## config.mk

```make
export PLATFORM = sky130hd
export DESIGN_NAME = escaped_frame_receiver_top
export DESIGN_NICKNAME = d
export VERILOG_FILES = /design/src/rtl/efr_pkg.sv /design/src/rtl/efr_store.sv /design/src/rtl/efr_ctrl.sv /design/src/rtl/escaped_frame_receiver_top.sv
export VERILOG_INCLUDE_DIRS = /design/src /design/src/rtl
export SDC_FILE = /design/constraint.sdc
export NUM_CORES = 1
export LEC_CHECK = 0
export BUFFER_PORTS_ARGS = -buffer_cell sky130_fd_sc_hd__buf_2
export CAP_MARGIN = 10
export CORE_MARGIN = 2
export CORE_UTILIZATION = 60
export DETAILED_ROUTE_END_ITERATION = 8
export HOLD_SLACK_MARGIN = 0.02
export MAX_ROUTING_LAYER = met4
export PLACE_DENSITY = 0.77
export SETUP_SLACK_MARGIN = 0.4
export SYNTH_ARGS = -nofsm -noshare
export SYNTH_HDL_FRONTEND = slang
export SYNTH_SLANG_ARGS = --single-unit
```

## constraint.sdc

```tcl
create_clock -name clk -period 3.4 [get_ports clk]
set_input_delay 0.17 -clock clk [delete_from_list [all_inputs] [get_ports clk]]
set_output_delay 0.17 -clock clk [all_outputs]
set_load 0.01 [all_outputs]
```

## src/rtl/escaped_frame_receiver_top_macros.svh

```systemverilog
// Assertion macros used by the escaped frame receiver controller.
`ifndef ESCAPED_FRAME_RECEIVER_TOP_MACROS_SVH
`define ESCAPED_FRAME_RECEIVER_TOP_MACROS_SVH

// Implication checked on every rising clock edge outside reset.
`define EFR_ASSERT_IMPL(label, ante, cons, msg) \
  label: assert property (@(posedge clk) disable iff (!rst_n) (ante) |-> (cons)) \
    else $error(msg);

// Implication whose consequence is checked in the cycle after the antecedent.
`define EFR_ASSERT_NEXT(label, ante, cons, msg) \
  label: assert property (@(posedge clk) disable iff (!rst_n) (ante) |=> (cons)) \
    else $error(msg);

`endif

```

## src/rtl/efr_pkg.sv

```systemverilog
// Package with widths, register indexes and shared types of the escaped frame receiver.
package efr_pkg;

  localparam int BUFFER_DEPTH_DEF = 64;
  localparam int BYTE_W           = 8;
  localparam int LEN_W            = 6;
  localparam int CFG_IDX_W        = 1;

  localparam logic [CFG_IDX_W-1:0] CFG_ESCAPE = 1'd0;
  localparam logic [CFG_IDX_W-1:0] CFG_END    = 1'd1;

  localparam logic [BYTE_W-1:0] ESCAPE_RESET = 8'd92;
  localparam logic [BYTE_W-1:0] END_RESET    = 8'd69;

  typedef struct packed {
    logic wr_en;
    logic rd_en;
  } efr_mem_ctl_t;

endpackage

```

## src/rtl/efr_store.sv

```systemverilog
// Frame buffer memory with one write port and one registered read port.
module efr_store import efr_pkg::*; #(
  parameter int BufferDepth = BUFFER_DEPTH_DEF,
  localparam int AW = $clog2(BufferDepth)
) (
  input  logic              clk,
  input  efr_mem_ctl_t      mem_ctl,
  input  logic [AW-1:0]     wr_addr,
  input  logic [BYTE_W-1:0] wr_data,
  input  logic [AW-1:0]     rd_addr,
  output logic [BYTE_W-1:0] rd_data
);

  logic [BYTE_W-1:0] mem [BufferDepth];
  logic [BYTE_W-1:0] rd_data_r;

  always_ff @(posedge clk) begin
    if (mem_ctl.wr_en) begin
      mem[wr_addr] <= wr_data;
    end
  end

  always_ff @(posedge clk) begin
    if (mem_ctl.rd_en) begin
      rd_data_r <= mem[rd_addr];
    end
  end

  assign rd_data = rd_data_r;

endmodule

```

## src/rtl/efr_ctrl.sv

```systemverilog
// Deframing control, configuration registers, readout sequencer and output register.
`include "escaped_frame_receiver_top_macros.svh"

module efr_ctrl import efr_pkg::*; #(
  parameter int BufferDepth = BUFFER_DEPTH_DEF,
  localparam int AW = $clog2(BufferDepth)
) (
  input  logic                 clk,
  input  logic                 rst_n,
  input  logic                 in_valid,
  output logic                 in_stall,
  input  logic [BYTE_W-1:0]    in_rx_byte,
  output logic                 out_valid,
  input  logic                 out_stall,
  output logic [BYTE_W-1:0]    out_payload_byte,
  output logic [BYTE_W-1:0]    out_frame_command,
  output logic [LEN_W-1:0]     out_frame_length,
  output logic                 out_is_empty,
  output logic                 out_is_last,
  input  logic                 cfg_valid,
  output logic                 cfg_ready,
  input  logic [CFG_IDX_W-1:0] cfg_index,
  input  logic [BYTE_W-1:0]    cfg_data,
  output efr_mem_ctl_t         mem_ctl,
  output logic [AW-1:0]        wr_addr,
  output logic [BYTE_W-1:0]    wr_data,
  output logic [AW-1:0]        rd_addr,
  input  logic [BYTE_W-1:0]    rd_data
);

  localparam logic [0:0] S_IDLE = 1'b0;
  localparam logic [0:0] S_READ = 1'b1;
  localparam logic [AW-1:0] FILL_MAX = AW'(BufferDepth - 1);

  logic [0:0]        state_r, state_nxt;
  logic [BYTE_W-1:0] escape_byte_r, end_byte_r;
  logic              esc_pend_r, esc_pend_nxt;
  logic [AW-1:0]     fill_r, fill_nxt;
  logic [BYTE_W-1:0] cmd_r, cmd_nxt;
  logic [AW-1:0]     rd_cnt_r, rd_cnt_nxt;
  logic              rd_pend_r, pend_last_r, pend_empty_r;
  logic              out_valid_r;
  logic [BYTE_W-1:0] out_payload_r, out_cmd_r;
  logic [LEN_W-1:0]  out_len_r;
  logic              out_empty_r, out_last_r;
  logic              in_accept, out_accept, store_en, issue, issue_last, frame_empty;

  assign in_accept   = in_valid && !in_stall;
  assign out_accept  = out_valid_r && !out_stall;
  assign in_stall    = (state_r != S_IDLE);
  assign cfg_ready   = 1'b1;
  assign frame_empty = (fill_r == '0);
  assign issue       = (state_r == S_READ) && !rd_pend_r && (!out_valid_r || out_accept);
  assign issue_last  = frame_empty || (rd_cnt_r == fill_r - AW'(1));

  always_comb begin
    state_nxt    = state_r;
    esc_pend_nxt = esc_pend_r;
    fill_nxt     = fill_r;
    cmd_nxt      = cmd_r;
    rd_cnt_nxt   = rd_cnt_r;
    store_en     = 1'b0;
    if (in_accept) begin
      if (in_rx_byte == escape_byte_r) begin
        esc_pend_nxt = !esc_pend_r;
        store_en     = esc_pend_r;
      end else if (!esc_pend_r) begin
        store_en = 1'b1;
      end else begin
        esc_pend_nxt = 1'b0;
        if (in_rx_byte != end_byte_r) begin
          cmd_nxt  = in_rx_byte;
          fill_nxt = '0;
        end else begin
          rd_cnt_nxt = '0;
          state_nxt  = S_READ;
        end
      end
      if (store_en) begin
        fill_nxt = (fill_r == FILL_MAX) ? '0 : fill_r + AW'(1);
      end
    end
    if (issue) begin
      rd_cnt_nxt = rd_cnt_r + AW'(1);
      if (issue_last) begin
        state_nxt = S_IDLE;
      end
    end
  end

  assign mem_ctl.wr_en = store_en;
  assign mem_ctl.rd_en = issue;
  assign wr_addr       = fill_r;
  assign wr_data       = in_rx_byte;
  assign rd_addr       = rd_cnt_r;

  always_ff @(posedge clk) begin
    if (!rst_n) begin
      state_r       <= S_IDLE;
      esc_pend_r    <= 1'b0;
      fill_r        <= '0;
      cmd_r         <= '0;
      rd_cnt_r      <= '0;
      rd_pend_r     <= 1'b0;
      out_valid_r   <= 1'b0;
      escape_byte_r <= ESCAPE_RESET;
      end_byte_r    <= END_RESET;
    end else begin
      state_r    <= state_nxt;
      esc_pend_r <= esc_pend_nxt;
      fill_r     <= fill_nxt;
      cmd_r      <= cmd_nxt;
      rd_cnt_r   <= rd_cnt_nxt;
      rd_pend_r  <= issue;
      if (rd_pend_r) begin
        out_valid_r <= 1'b1;
      end else if (out_accept) begin
        out_valid_r <= 1'b0;
      end
      if (cfg_valid && cfg_ready) begin
        unique case (cfg_index)
          CFG_ESCAPE: escape_byte_r <= cfg_data;
          CFG_END:    end_byte_r    <= cfg_data;
          default:    ;
        endcase
      end
    end
  end

  always_ff @(posedge clk) begin
    if (issue) begin
      pend_last_r  <= issue_last;
      pend_empty_r <= frame_empty;
    end
    if (rd_pend_r) begin
      out_payload_r <= pend_empty_r ? '0 : rd_data;
      out_cmd_r     <= cmd_r;
      out_len_r     <= LEN_W'(fill_r);
      out_empty_r   <= pend_empty_r;
      out_last_r    <= pend_last_r;
    end
  end

  assign out_valid         = out_valid_r;
  assign out_payload_byte  = out_payload_r;
  assign out_frame_command = out_cmd_r;
  assign out_frame_length  = out_len_r;
  assign out_is_empty      = out_empty_r;
  assign out_is_last       = out_last_r;

  `EFR_ASSERT_IMPL(a_load_free, rd_pend_r, !out_valid_r || out_accept, "Output register overwritten.")
  `EFR_ASSERT_IMPL(a_fill_range, 1'b1, fill_r <= FILL_MAX, "Fill count beyond buffer depth.")
  `EFR_ASSERT_NEXT(a_last_idle, issue && issue_last, state_r == S_IDLE, "Readout did not end.")
  `EFR_ASSERT_IMPL(a_empty_last, out_valid_r && out_empty_r, out_last_r, "Empty frame not last.")

endmodule

```

## src/rtl/escaped_frame_receiver_top.sv

```systemverilog
// Top level of the escaped frame receiver: controller and frame buffer memory.
//
// Usage: raw received bytes enter on the in_ channel, one byte per beat. An
// escape byte followed by a byte other than escape or end starts a frame and
// sets its command; escape-escape stores an escape byte as data; escape-end
// completes the frame. Completed frames leave on the out_ channel, one beat per
// payload byte with command, length and last flag, or a single beat marked
// empty for a frame without payload.
// The cfg_ channel writes the escape byte (index 0) and the end byte (index 1);
// cfg_ready is always high.
// Throughput: one input byte per cycle while no frame is being read out. During
// readout in_stall is high and the next frame buffer read waits until the previous
// one has reached the one output register and that register is free or being taken.
// After the end byte, readout state, pending-read flag and output register set in turn.
// Reset clears the escape flag, fill count, command and readout state and
// restores the default escape and end bytes; buffer contents are not cleared.
// When out_stall is high the current result holds and readout pauses.
module escaped_frame_receiver_top import efr_pkg::*; #(
  parameter int BufferDepth = BUFFER_DEPTH_DEF
) (
  input  logic                 clk,
  input  logic                 rst_n,
  input  logic                 in_valid,
  output logic                 in_stall,
  input  logic [BYTE_W-1:0]    in_rx_byte,
  output logic                 out_valid,
  input  logic                 out_stall,
  output logic [BYTE_W-1:0]    out_payload_byte,
  output logic [BYTE_W-1:0]    out_frame_command,
  output logic [LEN_W-1:0]     out_frame_length,
  output logic                 out_is_empty,
  output logic                 out_is_last,
  input  logic                 cfg_valid,
  output logic                 cfg_ready,
  input  logic [CFG_IDX_W-1:0] cfg_index,
  input  logic [BYTE_W-1:0]    cfg_data
);

  localparam int AW = $clog2(BufferDepth);

  efr_mem_ctl_t      mem_ctl;
  logic [AW-1:0]     wr_addr, rd_addr;
  logic [BYTE_W-1:0] wr_data, rd_data;

  efr_ctrl #(.BufferDepth(BufferDepth)) u_ctrl (
    .clk               (clk),
    .rst_n             (rst_n),
    .in_valid          (in_valid),
    .in_stall          (in_stall),
    .in_rx_byte        (in_rx_byte),
    .out_valid         (out_valid),
    .out_stall         (out_stall),
    .out_payload_byte  (out_payload_byte),
    .out_frame_command (out_frame_command),
    .out_frame_length  (out_frame_length),
    .out_is_empty      (out_is_empty),
    .out_is_last       (out_is_last),
    .cfg_valid         (cfg_valid),
    .cfg_ready         (cfg_ready),
    .cfg_index         (cfg_index),
    .cfg_data          (cfg_data),
    .mem_ctl           (mem_ctl),
    .wr_addr           (wr_addr),
    .wr_data           (wr_data),
    .rd_addr           (rd_addr),
    .rd_data           (rd_data)
  );

  efr_store #(.BufferDepth(BufferDepth)) u_store (
    .clk     (clk),
    .mem_ctl (mem_ctl),
    .wr_addr (wr_addr),
    .wr_data (wr_data),
    .rd_addr (rd_addr),
    .rd_data (rd_data)
  );

endmodule
```

# Word-level counts from Yosys, hierarchy flattened

Memories as Yosys holds them, arrays and structs flattened. A register that Yosys moved wholly into a read port is not among the register bits.
Index checks and enable logic that the tools add are counted.

Bitwise logic cells: 2
Equality and inequality tests: 7
Reductions and logical operators: 22
Multiplexer cells: 25
$add $sub $neg: 3

Operator list:

| operator                                               | number |
|---|---|
| 2-to-1 mux 6 bit                                       | 10 |
| 2-to-1 mux 1 bit                                       | 15 |
| adder 6 x 1 -> 6 bit (second input constant)           | 2 |
| AND reduction 4 bit                                    | 3 |
| nonzero test 2 bit                                     | 5 |
| equality test 8 bit                                    | 1 |
| inequality test 8 bit                                  | 1 |
| equality test 6 bit                                    | 1 |
| equality test 6 bit (second input constant)            | 1 |
| logical NOT 6 bit                                      | 1 |
| subtractor 6 x 1 -> 6 bit (second input constant)      | 1 |
| logical NOT 1 bit                                      | 5 |
| logical AND 1 bit                                      | 4 |
| inequality test 2 x 1 -> 1 bit (second input constant) | 2 |
| AND reduction 2 bit                                    | 2 |
| logical OR 1 bit                                       | 2 |
| inequality test 2 bit (second input constant)          | 1 |
| NOT 1 bit                                              | 2 |

Memories kept: 1
Output and inout port bits: 27
Flip-flop bits (word level): 66
Input port bits: 22
Memory bits (writable): 512

Memory list:

| memory      | words | bits a word | read ports | clocked after Yosys merged registers in | write ports | line            | RTL |
|---|---|---|---|---|---|---|---|
| u_store.mem | 64    | 8           | 1          | 1                                       | 1           | efr_store.sv:14 | `logic [BYTE_W-1:0] mem [BufferDepth];` |

# Longest topological paths before layout

Depth after elaboration: 7
Gate-level depth with buffers: 9
Mapped depth without buffers: 9

# Hierarchy

A second synthesis with hierarchy kept.

Cells, all modules: 1236
Area total of the unflattened synthesis: 23276.1 um^2

By module, submodules not included:

| module    | area each (um^2) | instances | cells each |
|---|---|---|---|
| efr_store | 20246.9          | 1         | 940 |
| efr_ctrl  | 3029.2           | 1         | 296 |

# Worst setup path before layout

Ideal clock, no wire load.

Kind: reg2reg
From: reg u_ctrl.escape_byte_r[3]
To: mem u_store.mem[47][0], enable pin
Path buffers: 2
Path slack: 0.960 ns
Data arrival time: 2.069 ns
Stages on the path, launching flop included: 10
Setup time: 0.370 ns
Path through: dfxtp_1 xnor2_1 nand4_1 nor2_1 ha_1 clkbuf_1 nand2_1 or2_2 clkbuf_1 nor2_1

Longest elaborated chain between the ends: 6

RTL lines:

| element                                | line            | RTL |
|---|---|---|
| start, declared                        | efr_ctrl.sv:36  | `logic [BYTE_W-1:0] escape_byte_r, end_byte_r;` |
| start signal, assigned                 | efr_ctrl.sv:122 | `CFG_ESCAPE: escape_byte_r <= cfg_data;` |
| equality test 8 bit                    | efr_ctrl.sv:64  | `if (in_rx_byte == escape_byte_r) begin` |
| 2-to-1 mux 1 bit                       | efr_ctrl.sv:64  |  |
| 2-to-1 mux 1 bit (2 in a row)          | efr_ctrl.sv:63  | `if (in_accept) begin` |
| 2-to-1 mux 1 bit                       | efr_store.sv:18 | `if (mem_ctl.wr_en) begin` |
| 2-to-1 mux 1 bit (implied by the code) | efr_store.sv:19 | `mem[wr_addr] <= wr_data;` |
| end, declared                          | efr_store.sv:14 |  |

Every way passes these cells. The select of a mux whose other input is x is not followed.

# Worst setup path after layout

From: in in_rx_byte[2]
To: mem u_store.mem[58][4], enable pin

Longest elaborated chain between the ends: 6

RTL lines:

| element                                | line                             | RTL |
|---|---|---|
| start, declared                        | escaped_frame_receiver_top.sv:25 | `input logic [BYTE_W-1:0] in_rx_byte,` |
| equality test 8 bit                    | efr_ctrl.sv:64                   |  |
| 2-to-1 mux 1 bit                       | efr_ctrl.sv:64                   |  |
| 2-to-1 mux 1 bit (2 in a row)          | efr_ctrl.sv:63                   |  |
| 2-to-1 mux 1 bit                       | efr_store.sv:18                  |  |
| 2-to-1 mux 1 bit (implied by the code) | efr_store.sv:19                  |  |

Every way passes these cells. The select of a mux whose other input is x is not followed.

==> run metrics <==
die width 199.3 um; final core occ 0.6918; Synth area leader edfxtp_1; Total Routing Usage GR 0.2891; max-cap viol count 0; asr flop ratio synth 0; # rows about 70; Commonest cells post-synth 546 x edfxtp_1, 128 x mux4_2, 92 x nor2_1; grt total ovfl 0; Final Setup Violations 0; arrival time worst endpoint between 3 and 4 ns; EDFF count, synth approximately 550; total negative slack 0 ns; synthesized flop and latch total 586; GP Congestion between 0.8 and 0.9; post-synthesis compound-gate area fraction 0.04385; Fin Clk Skew about 0.028 ns; vias 12330; Pwr Density approximately 540 nW/um^2; CTS root buffer clkbuf_16; Worst Hold Class primary input to register; crit-path cells dlygate4sd3_1, buf_2, xnor2_1, nand4_1, nor2_1, ha_1, nand2_1, nor2_2, nand2_1, nor2_1; post-synthesis cell type count between 50 and 60; Yosys warnings 0; clk sinks between 500 and 600; Worst-Skew Late Latency 0.60 ns; Vias/cell roughly 6.5; nets about 1400; antenna violations before repair 2; # DRC 0; Avg WL per Cell 28.32 um; initial core utilization 0.6090; TritonCTS Buffers between 50 and 60; Seq/Total Area, Yosys 0.7515; Leak Pwr 0.008127 uW; largest net degree at the start of global routing 67; RSZ-0062 raised after global routing yes; Post-Layout Cell Count 1901; Worst Max-Slew Pin Slew approximately 0.99 ns; CTS clock-pin slew for the worst setup and hold paths roughly 0.06 ns; CP max stage cell dlygate4sd3_1; Synth Flop Type edfxtp_1; fmax around 350 MHz; Final Hold Fails 0; top-count cell post-synth edfxtp_1; post-synthesis simple-gate area fraction 0.04626; CTS tree yes; outcome finished clean; Fillers around 2200; Net Count, Synth roughly 1200; largest cells by area after synthesis edfxtp_1 72%, mux4_2 13%, dfxtp_1 3.5%, nor2_1 1.5%, a22oi_1 1.2%; chip height approximately 200 um; CP required 3.61 ns; Synth Area in XOR/XNOR 0.008803; Setup CP Type primary input to register; Rel. slew slack 0.3401; Worst setup SP type primary input; largest family of logic cells by synthesized area multiplexers; Post-Syn Area ~23000 um^2; htree depth 2; mux share of post-synthesis cell area 0.1296; Detail Placement HPWL 32220 um; I/O pin cnt between 40 and 50; DR pass1 iterations 5; Area Overhead vs Synth 13.61%; Power Total roughly 14000 uW; die area 39720 um^2; Slowest Stage Delay on Critical Path 0.61 ns; Place WS around 0.28 ns; Setup Buffers After CTS 0; vias in the first global route ~12000; fin crit period just under 3 ns; average size of a mapped cell approximately 19 um^2; crit-path max FO 8; DRT iter0 DRCs ~1700; DRT antenna net count 0; cells after synthesis 1219; core area 37580 um^2; layout cells sized above 1 0.2622; Setup WS post-layout slightly above 0.5 ns; crit path capture type register; Post-Synth Adder-Cell Area 0.002734; Slew Limit Fails 0; worst vdd ir 0.3274 mV; period utilisation layout 0.8506; Post-Place Cells 1788; global-route wire length before repair 79580 um; number of port buffers 47; wirelength, routed 53840 um; clk buf depth 3; post-synth top area share 0.7165
cell usage in the layout, fill, tap and decap left out, types with 5 or more instances in the layout:
cell type	n
o22ai_1	7
buf_12	6
xnor2_1	19
o211ai_1	7
nor2_2	11
buf_4	77
a22oi_1	36
o2111ai_1	6
edfxtp_1	546
nor2_1	78
nand2_1	60
clkbuf_16	55
a21oi_1	37
dfxtp_1	36
o21ai_1	10
mux4_2	128
inv_1	7
clkinv_1	9
o21ai_0	15
nand3_1	26
o22a_1	8
nor3_1	10
dlygate4sd3_1	13
nor2b_1	16
mux2i_1	5
ha_1	5
clkbuf_1	13
nand2b_1	10
clkinv_2	11
buf_2	47
worst max-delay path: cells and delay by family:
family                     cells  cell delay, ns
xor gates and xnor gates       1            0.14
adders and majority gates      1            0.29
buffers and inverters          2            0.84
and+or+nand+nor                6            1.65
through the flow:
stage / hold slack, ns / area (um^2)
after floorplan: 0.2689 / 22880
after global placement: 0.4002 / 24110
after detailed placement: 0.4100 / 24110
after CTS: 0.03199 / 25940
after global routing: 0.08193 / 26000
final: 0.05667 / 26000
sequential cells by signal (all words and copies together), names as in the netlist, 6 cells and up:
name,count
u_ctrl.rd_addr,6
u_ctrl.escape_byte_r,8
u_ctrl.out_frame_length,6
u_ctrl.cmd_r,8
u_ctrl.out_payload_byte,8
u_store.rd_data,8
u_ctrl.end_byte_r,8
u_ctrl.out_frame_command,8
u_store.mem,512
u_ctrl.wr_addr,6
layer usage:
| metal | vias up | track usage | share of wire |
|---|---|---|---|
| met5 | - | - | 0 |
| met4 | 0 | 0.1025 | 0.037 |
| met3 | 128 | 0.05637 | 0.11 |
| met2 | 830 | 0.4335 | 0.47 |
| met1 | 6210 | 0.4037 | 0.38 |
| li1 | 5164 | - | - |
worst paths after layout:
kind / from / end / slack (ns) / depth (start not counted)
worst max register to register: u_ctrl.escape_byte_r[0] / u_store.mem[58][4] / 0.53 / 8
worst min-delay path: cfg_index / u_ctrl.escape_byte_r[0] / 0.06 / 4
worst max-delay path: in_rx_byte[2] / u_store.mem[58][4] / 0.51 / 10
worst min register to register: u_ctrl.cmd_r[2] / u_ctrl.out_frame_command[2] / 0.43 / 0
logic make-up after synthesis:
family	Yosys count
DFF	586
and+or+nand+nor	237
AOI/OAI and AO/OA	151
muxes	136
buffers and inverters	80
xor gates and xnor gates	23
adders and majority gates	5
other	1
where the power goes:
group / leakage [uW] / internal [uW] / switching [uW]
sequential: 0.00526 / 7900 / 17.1
combinational: 0.00203 / 84.4 / 234
clock: 0.000833 / 3310 / 2560
timing repair:
item,CTS,global route
hold buffers,13,0
hold endpoints to repair,23,0
endpoints found under the setup margin,8,168
resized for setup,1,19
pin swaps,0,0
cloned,0,0
final cells by class:
type / instances / area, um^2 / share of cell area
flip-flops and latches: 586 / 17210 / 0.6620
multi-input cells: 553 / 5354 / 0.2059
clock buffers: 70 / 1453 / 0.05588
repair buffers: 143 / 1064 / 0.04091
well taps: 511 / 639.4 / 0.02459
clock inverters: 28 / 244.0 / 0.009385
inverters: 8 / 30.03 / 0.001155
diodes: 2 / 5.005 / 0.0001925
Power figures use the tool's default switching activity.
